**src/hw/rtl/tcgr_pkg.sv**
```systemverilog
`timescale 1ns / 1ps
// ----------------------------------------------------------------------------
// tcgr_pkg
// Shared types, codes and constants of the text console glyph renderer.
// ----------------------------------------------------------------------------
package tcgr_pkg;

    localparam int MAX_GLYPH_SIDE = 8;
    localparam int SIDE_W         = $clog2(MAX_GLYPH_SIDE + 1);
    localparam int CNT_W          = (MAX_GLYPH_SIDE > 1) ? $clog2(MAX_GLYPH_SIDE) : 1;

    localparam logic [20:0] CODE_BACKSPACE = 21'd8;
    localparam logic [20:0] CODE_TAB       = 21'd9;
    localparam logic [20:0] CODE_NEWLINE   = 21'd10;
    localparam logic [20:0] CODE_RETURN    = 21'd13;
    localparam logic [9:0]  TAB_STEP       = 10'd4;
    localparam logic [9:0]  MAX_COUNT      = 10'd512;

    localparam logic [2:0] REG_FB_BASE     = 3'd0;
    localparam logic [2:0] REG_PITCH       = 3'd1;
    localparam logic [2:0] REG_GLYPH_W     = 3'd2;
    localparam logic [2:0] REG_GLYPH_H     = 3'd3;
    localparam logic [2:0] REG_COLUMNS     = 3'd4;
    localparam logic [2:0] REG_ROWS        = 3'd5;
    localparam logic [2:0] REG_FORE        = 3'd6;
    localparam logic [2:0] REG_BACK        = 3'd7;

    typedef struct packed {
        logic [20:0] char_code;
        logic [63:0] glyph_bits;
        logic        glyph_present;
    } in_beat_t;

    typedef struct packed {
        logic        write_enable;
        logic [31:0] pixel_address;
        logic [31:0] pixel_value;
        logic        scroll_after;
        logic        last_result;
    } out_beat_t;

    typedef struct packed {
        logic load;
        logic decode;
        logic mul1;
        logic mul2;
        logic emit_pixel;
        logic emit_empty;
    } tcgr_cmd_t;

    typedef struct packed {
        logic paint;
        logic slot_free;
        logic last_pixel;
    } tcgr_status_t;

endpackage

```
**src/hw/rtl/tcgr_ctrl.sv**
```systemverilog
`timescale 1ns / 1ps
// ----------------------------------------------------------------------------
// tcgr_ctrl
// Sequencer: take a beat, decode it, set up the cell address, then issue
// pixel writes or a single empty result.
// ----------------------------------------------------------------------------
module tcgr_ctrl
    import tcgr_pkg::*;
(
    input  logic         clk,
    input  logic         rst_n,
    input  logic         in_valid,
    output logic         in_ready,
    input  tcgr_status_t stat,
    output tcgr_cmd_t    cmd
);

    localparam logic [2:0] ST_IDLE   = 3'd0;
    localparam logic [2:0] ST_DECODE = 3'd1;
    localparam logic [2:0] ST_MUL1   = 3'd2;
    localparam logic [2:0] ST_MUL2   = 3'd3;
    localparam logic [2:0] ST_PAINT  = 3'd4;
    localparam logic [2:0] ST_EMPTY  = 3'd5;

    logic [2:0] state_reg;
    logic [2:0] state_next;

    assign in_ready = (state_reg == ST_IDLE);

    always_comb
    begin
        cmd        = '0;
        state_next = state_reg;
        case (state_reg)
            ST_IDLE:
            begin
                if (in_valid)
                begin
                    cmd.load   = 1'b1;
                    state_next = ST_DECODE;
                end
            end
            ST_DECODE:
            begin
                cmd.decode = 1'b1;
                state_next = ST_MUL1;
            end
            ST_MUL1:
            begin
                if (stat.paint)
                begin
                    cmd.mul1   = 1'b1;
                    state_next = ST_MUL2;
                end
                else
                begin
                    state_next = ST_EMPTY;
                end
            end
            ST_MUL2:
            begin
                cmd.mul2   = 1'b1;
                state_next = ST_PAINT;
            end
            ST_PAINT:
            begin
                if (stat.slot_free)
                begin
                    cmd.emit_pixel = 1'b1;
                    if (stat.last_pixel)
                    begin
                        state_next = ST_IDLE;
                    end
                end
            end
            ST_EMPTY:
            begin
                if (stat.slot_free)
                begin
                    cmd.emit_empty = 1'b1;
                    state_next     = ST_IDLE;
                end
            end
            default:
            begin
                state_next = ST_IDLE;
            end
        endcase
    end

    always_ff @(posedge clk or negedge rst_n)
    begin
        if (!rst_n)
        begin
            state_reg <= ST_IDLE;
        end
        else
        begin
            state_reg <= state_next;
        end
    end

endmodule

```
**src/hw/rtl/tcgr_datapath.sv**
```systemverilog
`timescale 1ns / 1ps
// ----------------------------------------------------------------------------
// tcgr_datapath
// Configuration registers, text cursor, cell address arithmetic, pixel
// counters and the output register.
// ----------------------------------------------------------------------------
module tcgr_datapath
    import tcgr_pkg::*;
(
    input  logic         clk,
    input  logic         rst_n,
    input  logic         cfg_we,
    input  logic [2:0]   cfg_index,
    input  logic [31:0]  cfg_data,
    input  in_beat_t     in_data,
    input  tcgr_cmd_t    cmd,
    output tcgr_status_t stat,
    output logic         out_valid,
    input  logic         out_ready,
    output out_beat_t    out_data
);

    logic [31:0] fb_base_reg;
    logic [12:0] pitch_reg;
    logic [3:0]  glyph_w_reg;
    logic [3:0]  glyph_h_reg;
    logic [9:0]  columns_reg;
    logic [9:0]  rows_reg;
    logic [31:0] fore_reg;
    logic [31:0] back_reg;

    logic [8:0]  cur_row_reg;
    logic [8:0]  cur_col_reg;
    logic [8:0]  cur_row_next;
    logic [8:0]  cur_col_next;

    in_beat_t    beat_reg;
    logic        paint_reg;
    logic        paint_next;
    logic        scroll_reg;
    logic        scroll_next;
    logic [8:0]  paint_row_reg;
    logic [8:0]  paint_col_reg;
    logic [8:0]  paint_col_next;

    logic [21:0] row_pitch_reg;
    logic [12:0] col_off_reg;
    logic [31:0] line_addr_reg;
    logic [CNT_W-1:0] x_reg;
    logic [CNT_W-1:0] y_reg;

    logic        out_valid_reg;
    out_beat_t   out_data_reg;

    logic [SIDE_W-1:0] gw_eff;
    logic [SIDE_W-1:0] gh_eff;
    logic [9:0]  cols_eff;
    logic [9:0]  rows_eff;
    logic [9:0]  row_p1;
    logic        nl_wrap;
    logic [8:0]  nl_row;
    logic [9:0]  step;
    logic [9:0]  col_sum;
    logic        col_wrap;
    logic [9:0]  col_adv;
    logic        size_ok;
    logic [25:0] row_off;
    logic [7:0]  glyph_line;
    logic        pixel_set;
    logic        last_x;
    logic        last_y;

    assign gw_eff = (glyph_w_reg > 4'(MAX_GLYPH_SIDE)) ? SIDE_W'(MAX_GLYPH_SIDE)
                                                       : SIDE_W'(glyph_w_reg);
    assign gh_eff = (glyph_h_reg > 4'(MAX_GLYPH_SIDE)) ? SIDE_W'(MAX_GLYPH_SIDE)
                                                       : SIDE_W'(glyph_h_reg);
    assign size_ok = (gw_eff != '0) && (gh_eff != '0);

    assign cols_eff = (columns_reg == 10'd0) ? 10'd1 :
                      (columns_reg > MAX_COUNT) ? MAX_COUNT : columns_reg;
    assign rows_eff = (rows_reg == 10'd0) ? 10'd1 :
                      (rows_reg > MAX_COUNT) ? MAX_COUNT : rows_reg;

    assign row_p1  = {1'b0, cur_row_reg} + 10'd1;
    assign nl_wrap = (row_p1 >= rows_eff);
    assign nl_row  = nl_wrap ? 9'(rows_eff - 10'd1) : row_p1[8:0];

    assign step     = (beat_reg.char_code == CODE_TAB) ? TAB_STEP : 10'd1;
    assign col_sum  = {1'b0, cur_col_reg} + step;
    assign col_wrap = (col_sum >= cols_eff);
    assign col_adv  = col_wrap ? (col_sum - cols_eff) : col_sum;

    always_comb
    begin
        cur_row_next   = cur_row_reg;
        cur_col_next   = cur_col_reg;
        paint_next     = 1'b0;
        scroll_next    = 1'b0;
        paint_col_next = cur_col_reg;
        case (beat_reg.char_code)
            CODE_NEWLINE:
            begin
                cur_row_next = nl_row;
                cur_col_next = 9'd0;
                scroll_next  = nl_wrap;
            end
            CODE_RETURN:
            begin
                cur_col_next = 9'd0;
            end
            CODE_TAB:
            begin
                cur_col_next = col_adv[8:0];
                if (col_wrap)
                begin
                    cur_row_next = nl_row;
                    scroll_next  = nl_wrap;
                end
            end
            CODE_BACKSPACE:
            begin
                if (cur_col_reg != 9'd0)
                begin
                    cur_col_next   = cur_col_reg - 9'd1;
                    paint_col_next = cur_col_reg - 9'd1;
                    paint_next     = beat_reg.glyph_present && size_ok;
                end
            end
            default:
            begin
                if (beat_reg.glyph_present)
                begin
                    paint_next   = size_ok;
                    cur_col_next = col_adv[8:0];
                    if (col_wrap)
                    begin
                        cur_row_next = nl_row;
                        scroll_next  = nl_wrap;
                    end
                end
            end
        endcase
    end

    assign row_off    = row_pitch_reg * gh_eff;
    assign glyph_line = beat_reg.glyph_bits[{y_reg, 3'b000} +: 8];
    assign pixel_set  = glyph_line[3'd7 - 3'(x_reg)];
    assign last_x     = (SIDE_W'(x_reg) == gw_eff - SIDE_W'(1));
    assign last_y     = (SIDE_W'(y_reg) == gh_eff - SIDE_W'(1));

    assign stat.paint      = paint_reg;
    assign stat.slot_free  = !out_valid_reg || out_ready;
    assign stat.last_pixel = last_x && last_y;

    always_ff @(posedge clk or negedge rst_n)
    begin
        if (!rst_n)
        begin
            fb_base_reg <= 32'd0;
            pitch_reg   <= 13'd640;
            glyph_w_reg <= 4'd8;
            glyph_h_reg <= 4'd8;
            columns_reg <= 10'd80;
            rows_reg    <= 10'd60;
            fore_reg    <= 32'd0;
            back_reg    <= 32'h00FF_FFFF;
        end
        else if (cfg_we)
        begin
            case (cfg_index)
                REG_FB_BASE: fb_base_reg <= cfg_data;
                REG_PITCH:   pitch_reg   <= cfg_data[12:0];
                REG_GLYPH_W: glyph_w_reg <= cfg_data[3:0];
                REG_GLYPH_H: glyph_h_reg <= cfg_data[3:0];
                REG_COLUMNS: columns_reg <= cfg_data[9:0];
                REG_ROWS:    rows_reg    <= cfg_data[9:0];
                REG_FORE:    fore_reg    <= cfg_data;
                REG_BACK:    back_reg    <= cfg_data;
                default:     fb_base_reg <= fb_base_reg;
            endcase
        end
    end

    always_ff @(posedge clk or negedge rst_n)
    begin
        if (!rst_n)
        begin
            cur_row_reg   <= 9'd0;
            cur_col_reg   <= 9'd0;
            paint_reg     <= 1'b0;
            out_valid_reg <= 1'b0;
        end
        else
        begin
            if (cmd.decode)
            begin
                cur_row_reg <= cur_row_next;
                cur_col_reg <= cur_col_next;
                paint_reg   <= paint_next;
            end
            if (cmd.emit_pixel || cmd.emit_empty)
            begin
                out_valid_reg <= 1'b1;
            end
            else if (out_ready)
            begin
                out_valid_reg <= 1'b0;
            end
        end
    end

    always_ff @(posedge clk)
    begin
        if (cmd.load)
        begin
            beat_reg <= in_data;
        end
        if (cmd.decode)
        begin
            scroll_reg    <= scroll_next;
            paint_row_reg <= cur_row_reg;
            paint_col_reg <= paint_col_next;
        end
        if (cmd.mul1)
        begin
            row_pitch_reg <= paint_row_reg * pitch_reg;
            col_off_reg   <= gw_eff * paint_col_reg;
            x_reg         <= '0;
            y_reg         <= '0;
        end
        if (cmd.mul2)
        begin
            line_addr_reg <= fb_base_reg + 32'(row_off) + 32'(col_off_reg);
        end
        if (cmd.emit_pixel)
        begin
            out_data_reg.write_enable  <= 1'b1;
            out_data_reg.pixel_address <= line_addr_reg + 32'(x_reg);
            out_data_reg.pixel_value   <= pixel_set ? fore_reg : back_reg;
            out_data_reg.scroll_after  <= stat.last_pixel && scroll_reg;
            out_data_reg.last_result   <= stat.last_pixel;
            if (last_x)
            begin
                x_reg         <= '0;
                y_reg         <= y_reg + CNT_W'(1);
                line_addr_reg <= line_addr_reg + 32'(pitch_reg);
            end
            else
            begin
                x_reg <= x_reg + CNT_W'(1);
            end
        end
        else if (cmd.emit_empty)
        begin
            out_data_reg.write_enable  <= 1'b0;
            out_data_reg.pixel_address <= 32'd0;
            out_data_reg.pixel_value   <= 32'd0;
            out_data_reg.scroll_after  <= scroll_reg;
            out_data_reg.last_result   <= 1'b1;
        end
    end

    assign out_valid = out_valid_reg;
    assign out_data  = out_data_reg;

endmodule

```
**src/hw/rtl/text_console_glyph_renderer_core.sv**
```systemverilog
`timescale 1ns / 1ps
// ----------------------------------------------------------------------------
// text_console_glyph_renderer_core
// Text console renderer: one character beat in, framebuffer pixel writes out.
// ----------------------------------------------------------------------------
// Sequence: a painted glyph passes the states DECODE, MUL1 and MUL2 before its
//   first pixel write is registered; an unpainted item gets its single result from EMPTY.
// Throughput: a painted glyph gives glyph_width * glyph_height pixel writes, one
//   per cycle out of the output register while out_ready holds; a new input
//   beat is taken only after the last result of the previous item is issued.
// Reset: clears the cursor to row 0, column 0 and loads the register defaults.
// ----------------------------------------------------------------------------
module text_console_glyph_renderer_core
    import tcgr_pkg::*;
(
    input  logic        clk,
    input  logic        rst_n,
    input  logic        cfg_we,
    input  logic [2:0]  cfg_index,
    input  logic [31:0] cfg_data,
    input  logic        in_valid,
    output logic        in_ready,
    input  in_beat_t    in_data,
    output logic        out_valid,
    input  logic        out_ready,
    output out_beat_t   out_data
);

    tcgr_cmd_t    cmd;
    tcgr_status_t stat;

    tcgr_ctrl u_ctrl (
        .clk      (clk),
        .rst_n    (rst_n),
        .in_valid (in_valid),
        .in_ready (in_ready),
        .stat     (stat),
        .cmd      (cmd)
    );

    tcgr_datapath u_datapath (
        .clk       (clk),
        .rst_n     (rst_n),
        .cfg_we    (cfg_we),
        .cfg_index (cfg_index),
        .cfg_data  (cfg_data),
        .in_data   (in_data),
        .cmd       (cmd),
        .stat      (stat),
        .out_valid (out_valid),
        .out_ready (out_ready),
        .out_data  (out_data)
    );

    a_one_in_flight: assert property (@(posedge clk) disable iff (!rst_n)
        in_valid && in_ready |=> !in_ready)
        else $error("input beat taken while an item is in flight");

    a_scroll_on_last: assert property (@(posedge clk) disable iff (!rst_n)
        out_valid && out_data.scroll_after |-> out_data.last_result)
        else $error("scroll flagged before the last beat of an item");

    a_inner_writes: assert property (@(posedge clk) disable iff (!rst_n)
        out_valid && !out_data.last_result |-> out_data.write_enable)
        else $error("non-final beat without a pixel write");

    a_empty_zero: assert property (@(posedge clk) disable iff (!rst_n)
        out_valid && !out_data.write_enable |->
            (out_data.pixel_address == 32'd0) && (out_data.pixel_value == 32'd0))
        else $error("empty beat carries address or value");

endmodule

```
**config.mk**
```make
export PLATFORM = sky130hd
export DESIGN_NAME = text_console_glyph_renderer_core
export DESIGN_NICKNAME = d
export VERILOG_FILES = /design/src/hw/rtl/tcgr_pkg.sv /design/src/hw/rtl/tcgr_ctrl.sv /design/src/hw/rtl/tcgr_datapath.sv /design/src/hw/rtl/text_console_glyph_renderer_core.sv
export SDC_FILE = /design/constraint.sdc
export NUM_CORES = 1
export LEC_CHECK = 0
export ABC_AREA = 1
export BUFFER_PORTS_ARGS = -buffer_cell sky130_fd_sc_hd__buf_4
export CAP_MARGIN = 10
export CORE_ASPECT_RATIO = 0.8
export CORE_MARGIN = 3
export CORE_UTILIZATION = 60
export CTS_BUF_LIST = sky130_fd_sc_hd__clkbuf_4 sky130_fd_sc_hd__clkbuf_8
export CTS_CLUSTER_SIZE = 8
export DETAILED_ROUTE_END_ITERATION = 7
export GPL_TIMING_DRIVEN = 0
export HOLD_SLACK_MARGIN = 0.03
export PLACE_DENSITY = 0.79
export SYNTH_ARGS = -nofsm -noshare
export SYNTH_HDL_FRONTEND = slang
export SYNTH_SLANG_ARGS = --single-unit
export TNS_END_PERCENT = 50
```
**constraint.sdc**
```tcl
create_clock -name clk -period 11.3 [get_ports clk]
set_input_delay 3.39 -clock clk [delete_from_list [all_inputs] [get_ports clk]]
set_output_delay 3.39 -clock clk [all_outputs]
set_load 0.02 [all_outputs]
```
==> flow_metrics.py, run 1 <==
metrics = {
    "synth": {
        "avgSynthCellArea_um2": 8.06,
        "ys_ff_latch": 405,
        "synth_area_um2": 28800,
        "synth_compound_area_frac": 0.0837,
        "synthAdderAreaFrac": 0.182,
        "syn_inst": 3579,
        "synthXorXnorAreaFrac": 0.0249,
        "yosysWarnings": 0,
        "synth_edf_count": 209,
        "yosysSeqAreaShare": 0.383,
        "synth_top_family_by_area": "simple AND/OR/NAND/NOR gates",
        "ys_async_sr_fraction": 0.395,
        "syn_nets": 4023,
        "synth_flop_cell": "edfxtp_1",
        "yosys.cell_types.count": 50,
        "synth_mux_area_frac": 0,
        "synth-simple-area-share": 0.223,
    },
    "placed_design": {
        "dp.final_hpwl_um": 59500,
        "placed_area_um2": 31300,
        "gp_congestion": 0.981,
        "portBuffers": 194,
    },
    "clocking": {
        "clk_pin_slew_ns": 0.06,
        "clock_latency_ns": 0.66,
        "cts_tree": "done",
        "cts_sinks": 405,
        "hold_buffers": 0,
        "cts_htree_levels": 3,
        "cts_root_buf": "clkbuf_8",
        "cts_resized": 0,
        "clk_path_buf_depth": 3,
        "cts_made_buffers": 68,
        "postCtsSetupBuffers": 0,
    },
    "timing": {
        "period_minus_slack_ns": 5.32,
        "max_slew_margin": 0.302,
        "rsz0062_at_grt": "no",
        "fin_crit_sh": 0.471,
        "finalClockSkew_ns": 0.0241,
        "finalMaxSlewViolations": 0,
        "setup_violations": 0,
        "fin_tns_setup_ns": 0,
        "hold_viol_final": 0,
        "hold_slack_ns": 0.465,
        "fmax_ghz": 0.188,
        "worst_pin_slew_ns": 1.04,
    },
    "floorplan": {
        "io_pins": 195,
        "start_util": 0.610,
        "coreArea_um2": 47300,
        "num_rows": 71,
        "die_x_um": 251,
        "dieArea_um2": 50800,
        "dieHeight_um": 202,
    },
    "detailed_routing": {
        "drt_iter0_drc": 2036,
        "ant_nets": 0,
        "drc": 0,
        "vias": 24700,
        "routedWlPerCell_um": 16.6,
        "via_per_inst": 5.44,
        "dr.pass1.iters": 6,
        "wl_um": 75300,
    },
    "finish": {
        "layout.nets": 4300,
        "finalInstanceArea_um2": 32700,
        "utilization": 0.692,
        "drive_above_1_share": 0.115,
        "regArea_um2": 11000,
        "multi_input_area_um2": 14800,
        "fillCellCount": 3865,
        "largest_reg_flops": 86,
        "syn_to_final_growth_pct": 13.4,
    },
    "power_and_ir_drop": {
        "p_per_area_nw_per_um2": 283,
        "p_leak_nw": 16.5,
        "p_clk_frac": 0.147,
        "power_frac_comb": 0.594,
        "power_frac_seq": 0.259,
        "p_switching_w": 0.00441,
        "swShare": 0.477,
        "p_int_w": 0.00484,
        "ir_drop_mv": 0.236,
    },
    "grt": {
        "grt_first_pass_wirelength_um": 121000,
        "grt_start_max_net_pins": 89,
        "overflow": 0,
        "grt_pass1_vias": 23700,
        "antenna_found_initial": 7,
        "grt_usage": 0.300,
    },
    "hold_path": {
        "worstHoldStart": "u_datapath.out_data[66]$_SDFFE_PP1P_",
        "min_path_type": "reg -> reg",
    },
    "run": {
        "drv_cap": 0,
    },
    "critical_path": {
        "r2r_start": "u_datapath.glyph_h_reg[3]$_DFFE_PN1P_",
        "cp.required_ns": 11.85,
        "critPathLaunchType": "flop",
        "endpoint_kind": "flop",
        "cp.arrival_ns": 5.87,
        "cp_max_fo": 10,
        "reg2reg_slack_ns": 5.98,
        "critical_path.startpoint": "u_datapath.glyph_h_reg[3]$_DFFE_PN1P_",
        "crit_type": "reg -> reg",
    },
    "run_status": {
        "outcome": "finished, final reports clean",
    },
}
## final cells by class
cell class	instances	area share
multi-input combinational	2423	0.454
sequential	405	0.338
inverter	646	0.0745
timing repair buffer	207	0.0504
clock buffer	110	0.0394
tap	620	0.0237
buffer	105	0.0165
clock inverter	15	0.00356
antenna	4	0.000306
## power by group through the flow
stage                     sequential [W]  clock [W]  combinational, W
after floorplan                  0.00241          0           0.00396
after global routing             0.00243    0.00144           0.00624
final                            0.00240    0.00136           0.00549
after detailed placement         0.00241          0           0.00539
after CTS                        0.00238    0.00138           0.00543
after global placement           0.00244          0           0.00523
## kinds of logic after synthesis
| family | Yosys count |
|---|---|
| compound gates | 462 |
| fa+ha+maj | 318 |
| xor+xnor | 82 |
| simple gates | 1561 |
| flops | 405 |
| buf+inv | 751 |
## through the flow
stage          power [W]  instances  setup WS (ns)
4_1_cts          0.00919       4531           6.03
5_1_grt           0.0101       4533           5.60
2_1_floorplan    0.00637       3579           1.43
6_report         0.00924       4535           5.98
3_5_place_dp     0.00780       4406           6.00
3_3_place_gp     0.00767       4393         -0.721
## cells in the final DEF, fill, tap and decap left out, types with 17 or more instances in the layout
cell      Yosys  final
nand2_1     936    936
inv_1       635    635
nor2_1      298    297
o21ai_0     229    229
nand3_1     219    219
buf_4        17    211
edfxtp_1    209    209
a21oi_1     181    181
fa_1        171    171
ha_1        147    147
dfrtp_1     126    126
clkbuf_8      0     74
clkbuf_1     62     62
xor2_1       58     58
clkbuf_4      0     36
dfxtp_1      36     36
nor3_1       37     35
dfstp_2      34     34
nand4_1      28     28
xnor2_1      24     24
buf_2        17     17
## critical path, cell delays in order (launching register included)
cell and delay [ns]:
dfstp_2 0.52, clkbuf_1 0.44, inv_1 0.16, nand2_1 0.23, clkbuf_1 0.42, nor2_1 0.12, fa_1 0.52, fa_1 0.56
inv_1 0.06, fa_1 0.53, inv_1 0.04, ha_1 0.39, nand2_1 0.18, nor4_1 0.52, nand3_1 0.19, nand4_1 0.11
nand3_1 0.09, nand2_1 0.09, nand2_1 0.04
## cells in the mapped netlist, types with 2 or more instances
cell      number  area, um2
o31ai_1        2       15.0
buf_6          8       90.1
dfxtp_1       36        721
a21oi_1      181        906
buf_4         17        128
a21o_1         6       45.0
nor2_1       298       1120
o21a_1         3       22.5
nand2_2        5       31.3
nor2_4         2       22.5
clkbuf_1      62        233
o21ai_1       11       55.1
a31oi_1        4       25.0
xnor2_1       24        210
nor2_2         3       18.8
edfxtp_1     209       6280
o22ai_1        4       25.0
dfrtp_1      126       3150
dfstp_2       34        893
o21ai_0      229       1150
clkinv_1       2       7.51
nand2_1      936       3510
fa_1         171       3420
nand3_1      219       1100
o41ai_1        2       17.5
ha_1         147       1840
nand3_2        6       60.1
o211ai_1       6       45.0
nor4_1         5       31.3
inv_2          5       18.8
nand3_4        2       35.0
nand3b_1       2       15.0
nor3_1        37        185
buf_2         17       85.1
o21bai_1      11       82.6
inv_4          2       12.5
nand4_1       28        175
nor3b_1        5       37.5
inv_1        635       2380
xor2_1        58        508
or2_2         10       62.6
## routing by layer
layer | vias to the layer above | global-route usage | wire, um
li1 | 11900 | - | -
met1 | 11600 | 0.415 | 32200
met2 | 1008 | 0.459 | 33200
met3 | 176 | 0.0663 | 6620
met4 | 6 | 0.127 | 3200
met5 | - | 0 | 80
## path summary, 6_finish.rpt
| kind | endpoint | cells after the start |
|---|---|---|
| worst max-delay path | u_datapath.line_addr_reg[25]$_DFF_P_ | 18 |
| worst min-delay path | u_datapath.out_data[66]$_SDFFE_PP1P_ | 2 |
| worst max register to register | u_datapath.line_addr_reg[25]$_DFF_P_ | 18 |
| worst min register to register | u_datapath.out_data[66]$_SDFFE_PP1P_ | 2 |
| max in group asynchronous | u_datapath.back_reg[18]$_DFFE_PN1P_ | 2 |
| min in group asynchronous | u_datapath.cur_row_reg[2]$_DFFE_PN0P_ | 1 |
Power figures use the tool's default switching activity.
==> run 2, diff against run 1 <==
- CORE_UTILIZATION: 60 -> 58
- PLACE_DENSITY: 0.79 -> 0.8
- clock period: 11.3 -> 4.63 ns (I/O delays scaled with it)
==> run 2 against run 1 <==
Maximum frequency rose by 16%. Final cell count rose by 1.4%. Die area rose by 3.4%.
==> flow_metrics.py, run 2 (synthesis results as in run 1) <==
metrics = {
    "critical_path": {
        "cp.required_ns": 5.03,
        "critPathLaunchType": "flop",
        "endpoint_kind": "flop",
        "r2r_start": "u_datapath.pitch_reg[3]$_DFFE_PN0P_",
        "cp.arrival_ns": 5.00,
        "crit_type": "reg -> reg",
        "critical_path.startpoint": "u_datapath.pitch_reg[3]$_DFFE_PN0P_",
        "cp_max_fo": 10,
    },
    "detailed_routing": {
        "ant_nets": 0,
        "drt_iter0_drc": 2185,
        "dr.pass1.iters": 6,
        "drc": 0,
        "wl_um": 76200,
        "routedWlPerCell_um": 16.6,
        "vias": 24900,
        "via_per_inst": 5.42,
    },
    "grt": {
        "overflow": 0,
        "grt_start_max_net_pins": 89,
        "antenna_found_initial": 2,
        "grt_usage": 0.289,
        "grt_first_pass_wirelength_um": 121000,
        "grt_pass1_vias": 23400,
    },
    "run": {
        "drv_cap": 0,
    },
    "clocking": {
        "cts_root_buf": "clkbuf_8",
        "cts_htree_levels": 3,
        "cts_made_buffers": 69,
        "clk_pin_slew_ns": 0.06,
        "hold_buffers": 0,
        "clock_latency_ns": 0.68,
        "cts_tree": "done",
        "clk_path_buf_depth": 3,
        "cts_sinks": 405,
    },
    "floorplan": {
        "io_pins": 195,
        "coreArea_um2": 48700,
        "dieArea_um2": 52500,
        "num_rows": 72,
        "start_util": 0.592,
        "dieHeight_um": 205,
        "die_x_um": 255,
    },
    "finish": {
        "mostFrequentLayoutCells": "nand2_1 (930), inv_1 (634), nor2_1 (294)",
        "layout.nets": 4317,
        "finalInstanceArea_um2": 33300,
        "drive_above_1_share": 0.138,
        "syn_to_final_growth_pct": 15.4,
        "utilization": 0.683,
        "largest_reg_flops": 86,
        "layout_commonest_cell": "nand2_1",
    },
    "placed_design": {
        "placed_area_um2": 31400,
        "dp.final_hpwl_um": 59200,
        "portBuffers": 194,
        "gp_congestion": 0.962,
    },
    "power_and_ir_drop": {
        "p_int_w": 0.0124,
        "ir_drop_mv": 0.745,
        "p_clk_frac": 0.145,
        "power_frac_seq": 0.248,
        "p_leak_nw": 16.8,
        "power_frac_comb": 0.607,
        "swShare": 0.474,
        "total_power_w": 0.0236,
        "p_switching_w": 0.0112,
        "p_per_area_nw_per_um2": 708,
    },
    "hold_path": {
        "min_path_type": "reg -> reg",
        "worstHoldStart": "u_datapath.out_data[66]$_SDFFE_PP1P_",
    },
    "timing": {
        "hold_viol_final": 0,
        "fmax_ghz": 0.217,
        "max_slew_margin": 0.311,
        "period_minus_slack_ns": 4.60,
        "setup_violations": 0,
        "fin_crit_sh": 0.994,
        "finalClockSkew_ns": 0.0394,
        "worst_pin_slew_ns": 1.03,
        "rsz0062_at_grt": "yes",
        "finalMaxSlewViolations": 0,
    },
    "run_status": {
        "outcome": "finished, final reports clean",
    },
}
[run 2: worst paths after layout]
kind / endpoint / slack (ns) / cells past startpoint
min in group asynchronous: u_datapath.cur_row_reg[1]$_DFFE_PN0P_ / 0.70 / 1
max in group asynchronous: u_datapath.back_reg[23]$_DFFE_PN1P_ / 3.08 / 2
setup reg to reg: u_datapath.row_pitch_reg[20]$_DFFE_PP_ / 0.03 / 16
hold / removal: u_datapath.out_data[66]$_SDFFE_PP1P_ / 0.47 / 2
setup / recovery: u_datapath.row_pitch_reg[20]$_DFFE_PP_ / 0.03 / 16
hold reg to reg: u_datapath.out_data[66]$_SDFFE_PP1P_ / 0.47 / 2
[run 2: area by class of cell]
| cell class | count | area, um2 |
|---|---|---|
| Antenna cell | 2 | 5.00 |
| Sequential cell | 405 | 11100 |
| Multi-Input combinational cell | 2423 | 15000 |
| Clock buffer | 109 | 1300 |
| Timing Repair inverter | 1 | 7.51 |
| Buffer | 100 | 619 |
| Clock inverter | 18 | 151 |
| Fill cell | 3900 | 15400 |
| Timing Repair Buffer | 227 | 1840 |
| Tap cell | 666 | 833 |
| Inverter | 646 | 2440 |
[run 2: power by group through the flow]
stage	logic (W)	registers, W	clock network (W)
floorplan	0.00968	0.00585	0
global placement	0.0128	0.00591	0
detailed placement	0.0132	0.00588	0
CTS	0.0133	0.00585	0.00346
global route	0.0161	0.00594	0.00363
finish	0.0143	0.00585	0.00342
[run 2: through the flow]
step,instances,TNS [ns],hold WS (ns),worst slack (ns)
5_1_grt,4597,-0.609,0.481,-0.137
2_1_floorplan,3579,-5.33,0.447,-0.0807
3_3_place_gp,4439,-121.36,0.448,-1.49
3_5_place_dp,4449,-12.25,0.461,-0.548
4_1_cts,4571,0,0.471,0.00224
6_report,4597,0,0.472,0.0296
[run 2: worst max-delay path: stages (launching register included)]
cell and delay, ns:
dfrtp_2 0.45, buf_4 0.20, nand2_1 0.07, inv_1 0.05, fa_1 0.54, inv_1 0.06, fa_1 0.50, fa_1 0.55
inv_1 0.06, fa_2 0.61, ha_4 0.23, a21oi_1 0.26, o21ai_1 0.16, nand2_1 0.08, nand4_1 0.20, a21oi_2 0.22
xor2_1 0.08
[run 2: repair_timing]
item,4_1_cts,5_1_grt
buffers inserted,0,23
setup endpoints to repair,37,42
cloned,0,1
endpoints found under the hold margin,0,0
pin swaps,0,5
gates resized for setup,32,98
[run 2: routing by layer]
layer	wire length, um	part of all wire	up-vias	global-route usage
met5	13	0.00017	-	0
met1	32800	0.43	11700	0.403
li1	-	-	11900	-
met4	2580	0.034	2	0.105
met2	34900	0.46	1071	0.462
met3	5890	0.077	166	0.0470
